`src/hw/rtl/pdps_pkg.sv`:
```
// Shared types, widths and constants of the PWM duty and phase sweep unit.
package pdps_pkg;

  // Width of the PWM counter values (duty, phase, compare outputs internally).
  localparam int COUNT_W = 16;
  // Number of fraction bits of the unsigned bound fractions.
  localparam int FRACTION_BITS = 16;
  // Width of every configuration register.
  localparam int CFG_W = 16;
  // Width of the compare fields at the ports.
  localparam int OUT_W = 16;
  // Common width that holds both a counter value and a register value.
  localparam int BASE_W = (COUNT_W > CFG_W) ? COUNT_W : ((OUT_W > CFG_W) ? OUT_W : CFG_W);
  // Width of a fraction times a base.
  localparam int PROD_W = CFG_W + BASE_W;
  // Width of the configuration register index.
  localparam int CFG_IDX_W = 3;

  // Duty after reset.
  localparam int START_DUTY = 4000;

  // Register values after reset.
  localparam logic [CFG_W-1:0] RST_DUTY_STEP      = CFG_W'(0);
  localparam logic [CFG_W-1:0] RST_PHASE_STEP     = CFG_W'(100);
  localparam logic [CFG_W-1:0] RST_PERIOD_COUNT   = CFG_W'(9999);
  localparam logic [CFG_W-1:0] RST_DUTY_UPPER     = CFG_W'(52429);
  localparam logic [CFG_W-1:0] RST_DUTY_LOWER     = CFG_W'(13107);
  localparam logic [CFG_W-1:0] RST_PHASE_UPPER    = CFG_W'(26214);
  localparam logic [CFG_W-1:0] RST_PHASE_LOWER    = CFG_W'(6554);
  localparam logic [CFG_W-1:0] RST_HELD_DUTY      = CFG_W'(4000);

  typedef enum logic [CFG_IDX_W-1:0] {
    REG_DUTY_STEP,
    REG_PHASE_STEP,
    REG_PERIOD_COUNT,
    REG_DUTY_UPPER_FRACTION,
    REG_DUTY_LOWER_FRACTION,
    REG_PHASE_UPPER_FRACTION,
    REG_PHASE_LOWER_FRACTION,
    REG_HELD_DUTY
  } cfg_reg_e;

  typedef struct packed {
    logic [CFG_W-1:0] duty_step;
    logic [CFG_W-1:0] phase_step;
    logic [CFG_W-1:0] period_count;
    logic [CFG_W-1:0] duty_upper_fraction;
    logic [CFG_W-1:0] duty_lower_fraction;
    logic [CFG_W-1:0] phase_upper_fraction;
    logic [CFG_W-1:0] phase_lower_fraction;
    logic [CFG_W-1:0] held_duty;
  } cfg_t;

  // Sweep bounds, all already scaled to counter values.
  typedef struct packed {
    logic [COUNT_W-1:0] duty_lo;
    logic [COUNT_W-1:0] duty_hi;
    logic [COUNT_W-1:0] phase_lo;
    logic [COUNT_W-1:0] phase_hi;
    logic [COUNT_W-1:0] restart_phase;
  } bounds_t;

  function automatic logic [BASE_W-1:0] cfg_to_base(logic [CFG_W-1:0] v);
    return BASE_W'(v);
  endfunction

  function automatic logic [BASE_W-1:0] count_to_base(logic [COUNT_W-1:0] v);
    return BASE_W'(v);
  endfunction

  // A register value masked to the counter width.
  function automatic logic [COUNT_W-1:0] cfg_to_count(logic [CFG_W-1:0] v);
    logic [BASE_W-1:0] wide;
    wide = BASE_W'(v);
    return wide[COUNT_W-1:0];
  endfunction

endpackage

```
`src/hw/rtl/pdps_bounds.sv`:
```
// Registered bound products. Each bound is a fraction times a base, shifted
// down by the fraction bits and masked to the counter width.
module pdps_bounds (
  input  logic                        clk_i,
  input  logic                        rst_ni,
  input  pdps_pkg::cfg_t              cfg_i,
  input  logic [pdps_pkg::COUNT_W-1:0] duty_i,
  input  logic                        use_held_i,
  output pdps_pkg::bounds_t           bounds_o
);

  function automatic logic [pdps_pkg::COUNT_W-1:0] scale(
    logic [pdps_pkg::CFG_W-1:0]  frac,
    logic [pdps_pkg::BASE_W-1:0] base
  );
    logic [pdps_pkg::PROD_W-1:0] prod;
    logic [pdps_pkg::PROD_W-1:0] shifted;
    prod    = pdps_pkg::PROD_W'(frac) * pdps_pkg::PROD_W'(base);
    shifted = prod >> pdps_pkg::FRACTION_BITS;
    return shifted[pdps_pkg::COUNT_W-1:0];
  endfunction

  logic [pdps_pkg::COUNT_W-1:0] held_count;
  logic [pdps_pkg::BASE_W-1:0]  phase_base;
  pdps_pkg::bounds_t            bounds_d, bounds_q;

  assign held_count = pdps_pkg::cfg_to_count(cfg_i.held_duty);

  // While a restart in phase mode is under way the duty is about to become
  // the held duty, so the phase bounds follow it right away.
  assign phase_base = use_held_i ? pdps_pkg::count_to_base(held_count)
                                 : pdps_pkg::count_to_base(duty_i);

  always_comb begin
    bounds_d.duty_lo = scale(cfg_i.duty_lower_fraction,
                             pdps_pkg::cfg_to_base(cfg_i.period_count));
    bounds_d.duty_hi = scale(cfg_i.duty_upper_fraction,
                             pdps_pkg::cfg_to_base(cfg_i.period_count));
    bounds_d.phase_lo = scale(cfg_i.phase_lower_fraction, phase_base);
    bounds_d.phase_hi = scale(cfg_i.phase_upper_fraction, phase_base);
    bounds_d.restart_phase = scale(cfg_i.phase_lower_fraction,
                                   pdps_pkg::count_to_base(held_count));
  end

  // The products are refreshed in every cycle. No tick can use them before
  // the first edge after reset has loaded them.
  always_ff @(posedge clk_i or negedge rst_ni) begin
    if (!rst_ni) begin
      bounds_q <= '0;
    end else begin
      bounds_q <= bounds_d;
    end
  end

  assign bounds_o = bounds_q;

endmodule

```
`src/hw/rtl/pwm_duty_phase_sweep_unit.sv`:
```
// PWM duty and phase sweep unit. Every input beat is one timer tick: with
// restart_i low it moves a triangle sweep one step, with restart_i high it
// reloads the start values, and in both cases it returns one result beat with
// the three PWM compare values and the sweep direction. When phase_step is
// zero the duty ramps between two fractions of period_count; otherwise the
// duty stays put and the phase ramps between two fractions of the duty. The
// lead compare is duty plus twice the phase (saturated at full scale) and the
// lag compare is duty minus twice the phase (saturated at zero). The unit
// takes one beat per clock cycle unless the result channel stalls or a
// configuration write is settling. A beat is taken into the input register
// and moves on into the result register once the result register is empty
// or being emptied and no configuration write is settling. The bounds are
// products of a fraction and a base held in their own registers; after a
// configuration write the unit therefore holds back the next tick, so that
// every bound reflects the new register values. The configuration port is always ready.
module pwm_duty_phase_sweep_unit (
  input  logic                           clk_i,
  input  logic                           rst_ni,

  // Configuration write channel.
  input  logic                           cfg_valid_i,
  output logic                           cfg_ready_o,
  input  logic [pdps_pkg::CFG_IDX_W-1:0] cfg_index_i,
  input  logic [pdps_pkg::CFG_W-1:0]     cfg_data_i,

  // Tick channel.
  input  logic                           in_valid_i,
  output logic                           in_ready_o,
  input  logic                           restart_i,

  // Result channel.
  output logic                           out_valid_o,
  input  logic                           out_ready_i,
  output logic [pdps_pkg::OUT_W-1:0]     center_compare_o,
  output logic [pdps_pkg::OUT_W-1:0]     lead_compare_o,
  output logic [pdps_pkg::OUT_W-1:0]     lag_compare_o,
  output logic                           sweeping_down_o
);

  localparam int CW = pdps_pkg::COUNT_W;
  localparam int BW = pdps_pkg::BASE_W;

  // Configuration registers.
  pdps_pkg::cfg_t cfg_q;
  logic           cfg_fire;
  logic           settle_q;

  // Input register.
  logic s1_valid_q;
  logic s1_restart_q;
  logic advance;

  // Sweep state.
  logic [CW-1:0] duty_q, duty_d;
  logic [CW-1:0] phase_q, phase_d;
  logic          falling_q, falling_d;

  // Result register.
  logic                       out_valid_q;
  logic [pdps_pkg::OUT_W-1:0] center_q, lead_q, lag_q;
  logic                       down_q;

  pdps_pkg::bounds_t bounds;
  logic              phase_mode;
  logic              use_held;

  // Sweep step of the selected value.
  logic [CW-1:0] sw_val, sw_lo, sw_hi, sw_next;
  logic [pdps_pkg::CFG_W-1:0] sw_step;
  logic [BW:0]   rise_sum, fall_limit;
  logic [BW-1:0] fall_diff;
  logic          rise_hit, fall_hit;

  // Compare values.
  logic [CW:0]     twice;
  logic [CW+1:0]   lead_sum;
  logic [CW:0]     lag_diff;
  logic [CW-1:0]   lead_val, lag_val;
  logic [BW-1:0]   center_w, lead_w, lag_w;

  // ---------------------------------------------------------------------------
  // Configuration
  // ---------------------------------------------------------------------------
  assign cfg_ready_o = 1'b1;
  assign cfg_fire    = cfg_valid_i & cfg_ready_o;

  always_ff @(posedge clk_i or negedge rst_ni) begin
    if (!rst_ni) begin
      cfg_q.duty_step            <= pdps_pkg::RST_DUTY_STEP;
      cfg_q.phase_step           <= pdps_pkg::RST_PHASE_STEP;
      cfg_q.period_count         <= pdps_pkg::RST_PERIOD_COUNT;
      cfg_q.duty_upper_fraction  <= pdps_pkg::RST_DUTY_UPPER;
      cfg_q.duty_lower_fraction  <= pdps_pkg::RST_DUTY_LOWER;
      cfg_q.phase_upper_fraction <= pdps_pkg::RST_PHASE_UPPER;
      cfg_q.phase_lower_fraction <= pdps_pkg::RST_PHASE_LOWER;
      cfg_q.held_duty            <= pdps_pkg::RST_HELD_DUTY;
      settle_q                   <= 1'b0;
    end else begin
      settle_q <= cfg_fire;
      if (cfg_fire) begin
        unique case (pdps_pkg::cfg_reg_e'(cfg_index_i))
          pdps_pkg::REG_DUTY_STEP:            cfg_q.duty_step            <= cfg_data_i;
          pdps_pkg::REG_PHASE_STEP:           cfg_q.phase_step           <= cfg_data_i;
          pdps_pkg::REG_PERIOD_COUNT:         cfg_q.period_count         <= cfg_data_i;
          pdps_pkg::REG_DUTY_UPPER_FRACTION:  cfg_q.duty_upper_fraction  <= cfg_data_i;
          pdps_pkg::REG_DUTY_LOWER_FRACTION:  cfg_q.duty_lower_fraction  <= cfg_data_i;
          pdps_pkg::REG_PHASE_UPPER_FRACTION: cfg_q.phase_upper_fraction <= cfg_data_i;
          pdps_pkg::REG_PHASE_LOWER_FRACTION: cfg_q.phase_lower_fraction <= cfg_data_i;
          pdps_pkg::REG_HELD_DUTY:            cfg_q.held_duty            <= cfg_data_i;
        endcase
      end
    end
  end

  // ---------------------------------------------------------------------------
  // Handshake: the input register moves on whenever the result register is
  // empty or being emptied and no write settles; then one beat flows per cycle.
  // ---------------------------------------------------------------------------
  assign advance    = s1_valid_q & ~settle_q & (~out_valid_q | out_ready_i);
  assign in_ready_o = ~s1_valid_q | advance;

  always_ff @(posedge clk_i or negedge rst_ni) begin
    if (!rst_ni) begin
      s1_valid_q   <= 1'b0;
      s1_restart_q <= 1'b0;
    end else if (in_ready_o) begin
      s1_valid_q   <= in_valid_i;
      s1_restart_q <= restart_i;
    end
  end

  // ---------------------------------------------------------------------------
  // Bounds
  // ---------------------------------------------------------------------------
  assign phase_mode = (cfg_q.phase_step != '0);
  assign use_held   = s1_valid_q & s1_restart_q & phase_mode;

  pdps_bounds u_bounds (
    .clk_i      (clk_i),
    .rst_ni     (rst_ni),
    .cfg_i      (cfg_q),
    .duty_i     (duty_q),
    .use_held_i (use_held),
    .bounds_o   (bounds)
  );

  // ---------------------------------------------------------------------------
  // One triangle step. A rising value clamps to the upper bound once the step
  // would reach it; a falling value clamps to the lower bound once it is at or
  // below the bound plus the step. Both sums are one bit wider so they cannot
  // wrap.
  // ---------------------------------------------------------------------------
  always_comb begin
    if (phase_mode) begin
      sw_val  = phase_q;
      sw_step = cfg_q.phase_step;
      sw_lo   = bounds.phase_lo;
      sw_hi   = bounds.phase_hi;
    end else begin
      sw_val  = duty_q;
      sw_step = cfg_q.duty_step;
      sw_lo   = bounds.duty_lo;
      sw_hi   = bounds.duty_hi;
    end
  end

  assign rise_sum   = {1'b0, pdps_pkg::count_to_base(sw_val)} +
                      {1'b0, pdps_pkg::cfg_to_base(sw_step)};
  assign fall_limit = {1'b0, pdps_pkg::count_to_base(sw_lo)} +
                      {1'b0, pdps_pkg::cfg_to_base(sw_step)};
  assign fall_diff  = pdps_pkg::count_to_base(sw_val) - pdps_pkg::cfg_to_base(sw_step);
  assign rise_hit   = rise_sum >= {1'b0, pdps_pkg::count_to_base(sw_hi)};
  assign fall_hit   = {1'b0, pdps_pkg::count_to_base(sw_val)} <= fall_limit;

  always_comb begin
    sw_next   = sw_val;
    falling_d = falling_q;
    if (!falling_q) begin
      if (rise_hit) begin
        sw_next   = sw_hi;
        falling_d = 1'b1;
      end else begin
        sw_next = rise_sum[CW-1:0];
      end
    end else begin
      if (fall_hit) begin
        sw_next   = sw_lo;
        falling_d = 1'b0;
      end else begin
        sw_next = fall_diff[CW-1:0];
      end
    end

    duty_d  = duty_q;
    phase_d = phase_q;
    if (s1_restart_q) begin
      // Restart: the phase sweep starts from the held duty, the duty sweep
      // from its lower bound with no phase offset.
      falling_d = 1'b0;
      if (phase_mode) begin
        duty_d  = pdps_pkg::cfg_to_count(cfg_q.held_duty);
        phase_d = bounds.restart_phase;
      end else begin
        duty_d  = bounds.duty_lo;
        phase_d = '0;
      end
    end else if (phase_mode) begin
      phase_d = sw_next;
    end else begin
      duty_d = sw_next;
    end
  end

  always_ff @(posedge clk_i or negedge rst_ni) begin
    if (!rst_ni) begin
      duty_q    <= CW'(pdps_pkg::START_DUTY);
      phase_q   <= '0;
      falling_q <= 1'b0;
    end else if (advance) begin
      duty_q    <= duty_d;
      phase_q   <= phase_d;
      falling_q <= falling_d;
    end
  end

  // ---------------------------------------------------------------------------
  // Compare values from the new state.
  // ---------------------------------------------------------------------------
  assign twice    = {phase_d, 1'b0};
  assign lead_sum = {2'b00, duty_d} + {1'b0, twice};
  assign lag_diff = {1'b0, duty_d} - twice;
  assign lead_val = (lead_sum[CW+1:CW] != 2'b00) ? '1 : lead_sum[CW-1:0];
  assign lag_val  = ({1'b0, duty_d} >= twice) ? lag_diff[CW-1:0] : '0;

  assign center_w = pdps_pkg::count_to_base(duty_d);
  assign lead_w   = pdps_pkg::count_to_base(lead_val);
  assign lag_w    = pdps_pkg::count_to_base(lag_val);

  always_ff @(posedge clk_i or negedge rst_ni) begin
    if (!rst_ni) begin
      out_valid_q <= 1'b0;
    end else if (advance) begin
      out_valid_q <= 1'b1;
    end else if (out_ready_i) begin
      out_valid_q <= 1'b0;
    end
  end

  always_ff @(posedge clk_i) begin
    if (advance) begin
      center_q <= center_w[pdps_pkg::OUT_W-1:0];
      lead_q   <= lead_w[pdps_pkg::OUT_W-1:0];
      lag_q    <= lag_w[pdps_pkg::OUT_W-1:0];
      down_q   <= falling_d;
    end
  end

  assign out_valid_o      = out_valid_q;
  assign center_compare_o = center_q;
  assign lead_compare_o   = lead_q;
  assign lag_compare_o    = lag_q;
  assign sweeping_down_o  = down_q;

endmodule

```
`config.mk`:
```
export PLATFORM = sky130hd
export DESIGN_NAME = pwm_duty_phase_sweep_unit
export DESIGN_NICKNAME = d
export VERILOG_FILES = /design/src/hw/rtl/pdps_pkg.sv /design/src/hw/rtl/pdps_bounds.sv /design/src/hw/rtl/pwm_duty_phase_sweep_unit.sv
export SDC_FILE = /design/constraint.sdc
export NUM_CORES = 2
export LEC_CHECK = 0
export CORE_AREA = 2 2 315 317
export DETAILED_ROUTE_END_ITERATION = 12
export DIE_AREA = 0 0 317 319
export DONT_BUFFER_PORTS = 1
export GPL_ROUTABILITY_DRIVEN = 0
export GPL_TIMING_DRIVEN = 0
export HOLD_SLACK_MARGIN = 0.1
export PLACE_DENSITY = 0.78
export SKIP_CTS_REPAIR_TIMING = 1
export SYNTH_ARGS = -nofsm -noshare
export SYNTH_HDL_FRONTEND = slang
export SYNTH_HIERARCHICAL = 1
export SYNTH_SLANG_ARGS = --single-unit
```
`constraint.sdc`:
```
create_clock -name clk_i -period 13.8 [get_ports clk_i]
set_clock_uncertainty 0.2 [all_clocks]
set_input_delay 2.07 -clock clk_i [delete_from_list [all_inputs] [get_ports clk_i]]
set_output_delay 2.07 -clock clk_i [all_outputs]
set_load 0.005 [all_outputs]
```
==> flow_summary.json <==
{
  "first_iter_violations": 4270,
  "dp.final_hpwl_mm": 137.4,
  "worst-path-max-fanout": 10,
  "synthesis.area_per_instance_sq_um": 9.279,
  "viasPerCell": 6.024,
  "numCtsBuffers": 35,
  "r2r_setup_slack_ns": 0.57,
  "ys_ff_latch": 294,
  "minimum_hold_slack_ns": 0.3136,
  "cp-start-kind": "flop",
  "grt_pass1_wl_mm": 271.0,
  "synth.yosys.warnings": 6,
  "cts_buffer_depth": 3,
  "die_y_um": 319,
  "cell_seen_most_often_among_critical_path_stages": "sky130_fd_sc_hd__ha_1",
  "slew_headroom": 0.05906,
  "worst-slew-pin-transition_ns": 1.392,
  "total_number_of_nets_in_the_final_design": 7808,
  "yosys.cell_types.count": 104,
  "timing.hold.worst.class": "flop to flop",
  "global_route_met3_utilization": 0.1013,
  "drive_gt1_frac": 0.05847,
  "endpoint_kind": "flop",
  "grt_antenna_before_repair": 13,
  "maxSlewViolCount": 0,
  "rsz_0062_raised_after_global_routing": "no",
  "start_point_of_the_critical_path": "cfg_q[106]$_DFFE_PN0P_",
  "start_util": 0.5851,
  "overflow": 0,
  "cp.buffers_inverters": 6,
  "synth_async_sr_flop_share": 0.8333,
  "ff2ff_path_depth": 40,
  "final-hold-violation-count": 0,
  "critical_path.top_delay_family": "compound AO/OA/AOI/OAI gates",
  "grt_util_met2": 0.5402,
  "worst_ep_required_time_ns": 13.87,
  "finalCritPeriodShare": 0.9589,
  "layout-area-overhead-vs-synth_pct": 5.043,
  "grt_util_all_layers": 0.3518,
  "row_count": 115,
  "drv.max_cap_violation_count": 0,
  "synth_area_sq_um": 57170,
  "top_usage_layer": "met2",
  "synthesis.instances": 6161,
  "dp_worst_setup_slack_ns": 1.460,
  "post_synth_edffs": 49,
  "timing_worst_setup_path_type": "flop to flop",
  "detail_route.drc_violations": 0,
  "final_period_minus_worst_setup_slack_ns": 13.23,
  "status": "finished clean",
  "timing.fmax_ghz": 0.07557,
  "mappedNetlistNets": 7770,
  "synthDominantCellAreaShare": 0.3397,
  "gr-usage-met1": 0.4337,
  "drt-wirelength-per-cell_um": 23.05,
  "tritoncts_clock_tree": "yes",
  "cp_peak_stage_delay_ns": 0.80,
  "postRouteWirelength_mm": 173.3,
  "dr.pass1.iters": 12,
  "synth.yosys.seq_area_share": 0.1342,
  "setup_tns_ns": 0,
  "grt_start_max_net_pins": 246,
  "die_w_um": 317,
  "cts.sink_count": 294,
  "critical-path-slowest-cell": "sky130_fd_sc_hd__clkbuf_1",
  "post_synth_main_area_contributors": "sky130_fd_sc_hd__fa_1 34%, sky130_fd_sc_hd__ha_1 13%, sky130_fd_sc_hd__dfrtp_1 8.3%",
  "floorplan.die_area_sq_um": 101100,
  "synthDominantAreaCellType": "sky130_fd_sc_hd__fa_1",
  "reg2reg_from": "cfg_q[106]$_DFFE_PN0P_",
  "core_sq_um": 97700,
  "min-delay-start": "cfg_q[118]$_DFFE_PN0P_",
  "synthFlopType": "sky130_fd_sc_hd__dfrtp_1",
  "detail-route-antenna-nets": 0,
  "crit_cells": 40,
  "worstSkewPairLatency_ns": 0.57,
  "cts-root-buf": "sky130_fd_sc_hd__clkbuf_16",
  "cts_htree_levels": 2,
  "setup_viol_count_final": 0,
  "reg2reg_to": "lead_compare_o[0]$_SDFFCE_PP1P_",
  "clk_pin_slew_worst_paths_ns": 0.07,
  "io_buffers": 0,
  "via_count": 45300,
  "number_of_top_level_design_ports": 77,
  "cp.arrival_ns": 13.30,
  "critical_path.endpoint": "lead_compare_o[0]$_SDFFCE_PP1P_",
  "grt_pass1_vias": 47650,
  "post-route-worst-setup-slack_ns": 0.5678
}
layer usage:
metal	share of wire	vias up
li1	-	19280
met1	0.36	22310
met2	0.44	2873
met3	0.12	826
met4	0.082	24
met5	0.00093	-
stage by stage:
step           utilization  cells  cell area, sq um
3_3_place_gp        0.6016   7448             58780
4_1_cts             0.6144   7512             60020
6_report            0.6146   7521             60050
3_5_place_dp        0.6019   7449             58800
5_1_grt             0.6145   7514             60030
2_1_floorplan            -   6161             57170
flip-flops by register name, indices dropped and copies added (netlist names), 16 cells and up:
signal,cells
center_compare_o,16
cfg_q,128
duty_q,16
lag_compare_o,16
lead_compare_o,16
phase_q,16
u_bounds/bounds_o,80
cell families after synthesis:
logic type	count (synthesis)	synth area share
AO/OA/AOI/OAI	642	0.07763
XOR/XNOR	143	0.02191
adder cells (fa/ha/maj)	1584	0.4741
buffers and inverters	1422	0.09503
flip-flops	294	0.1342
multiplexers	185	0.03629
other	1	0.00006560
AND/OR/NAND/NOR	1890	0.1608
final cells by class:
class                   instances  area (sq um)
multi-input cells            4445         44070
fillers                      7943         37650
flip-flops and latches        294          7671
inverters                    1116          4189
well taps                    1287          1610
plain buffers                 306          1245
clock buffers                  43         978.4
clock inverters                20         240.2
diodes                          9         22.52
repair buffers                  1         20.02
synthesized netlist by cell type, types with 9 or more instances:
| cell type | number |
|---|---|
| sky130_fd_sc_hd__inv_1 | 1115 |
| sky130_fd_sc_hd__fa_1 | 970 |
| sky130_fd_sc_hd__nand2_1 | 902 |
| sky130_fd_sc_hd__ha_1 | 614 |
| sky130_fd_sc_hd__and2_1 | 603 |
| sky130_fd_sc_hd__clkbuf_1 | 269 |
| sky130_fd_sc_hd__dfrtp_1 | 190 |
| sky130_fd_sc_hd__a21oi_1 | 157 |
| sky130_fd_sc_hd__mux2_2 | 152 |
| sky130_fd_sc_hd__nor2_1 | 150 |
| sky130_fd_sc_hd__o21ai_0 | 101 |
| sky130_fd_sc_hd__xnor2_1 | 95 |
| sky130_fd_sc_hd__a21o_1 | 84 |
| sky130_fd_sc_hd__dfstp_2 | 55 |
| sky130_fd_sc_hd__edfxtp_1 | 49 |
| sky130_fd_sc_hd__xor2_1 | 48 |
| sky130_fd_sc_hd__nor3_1 | 45 |
| sky130_fd_sc_hd__nand3_1 | 38 |
| sky130_fd_sc_hd__nand4_1 | 32 |
| sky130_fd_sc_hd__a211oi_1 | 31 |
| sky130_fd_sc_hd__o21a_1 | 30 |
| sky130_fd_sc_hd__mux2i_1 | 29 |
| sky130_fd_sc_hd__o21bai_1 | 28 |
| sky130_fd_sc_hd__o211ai_1 | 24 |
| sky130_fd_sc_hd__nor2b_1 | 21 |
| sky130_fd_sc_hd__a31oi_1 | 18 |
| sky130_fd_sc_hd__a22oi_1 | 17 |
| sky130_fd_sc_hd__buf_2 | 16 |
| sky130_fd_sc_hd__nand2b_1 | 16 |
| sky130_fd_sc_hd__or3_1 | 15 |
| sky130_fd_sc_hd__a211oi_2 | 14 |
| sky130_fd_sc_hd__and3_1 | 14 |
| sky130_fd_sc_hd__a21boi_0 | 11 |
| sky130_fd_sc_hd__o31ai_1 | 10 |
| sky130_fd_sc_hd__o221ai_1 | 9 |
| sky130_fd_sc_hd__o22ai_1 | 9 |
cells in the final DEF, fill, tap and decap left out, drive strengths merged, types with 15 or more instances in the layout:
master and instances:
nand2b 17, or3 16, inv 1121, nand4 34
nand3 38, nand2 903, mux2i 31, ha 614
a211oi 45, a22oi 17, xnor2 95, mux2 152
buf 38, nor2b 21, o21a 30, and3 15
and2 605, a31oi 19, nor3 47, a21o 86
a21oi 161, dfstp 55, xor2 48, dfrtp 190
o211ai 25, nor2 153, edfxtp 49, o21ai 109
fa 970, o21bai 28, clkbuf 312
how the worst min path moves through the flow:
stage | end | slack (ns) | depth (start not counted)
after floorplan | phase_q[15]$_DFFE_PN0P_ | 0.26 | 2
after global placement | phase_q[15]$_DFFE_PN0P_ | 0.28 | 2
after detailed placement | phase_q[15]$_DFFE_PN0P_ | 0.29 | 2
after CTS | phase_q[15]$_DFFE_PN0P_ | 0.31 | 2
after global routing | cfg_q[123]$_DFFE_PN0P_ | 0.33 | 1
final | cfg_q[118]$_DFFE_PN0P_ | 0.31 | 1
Power is left out: the tool's default activity adds up to more than one toggle a clock period on the data nets, which glitch-free logic cannot reach.
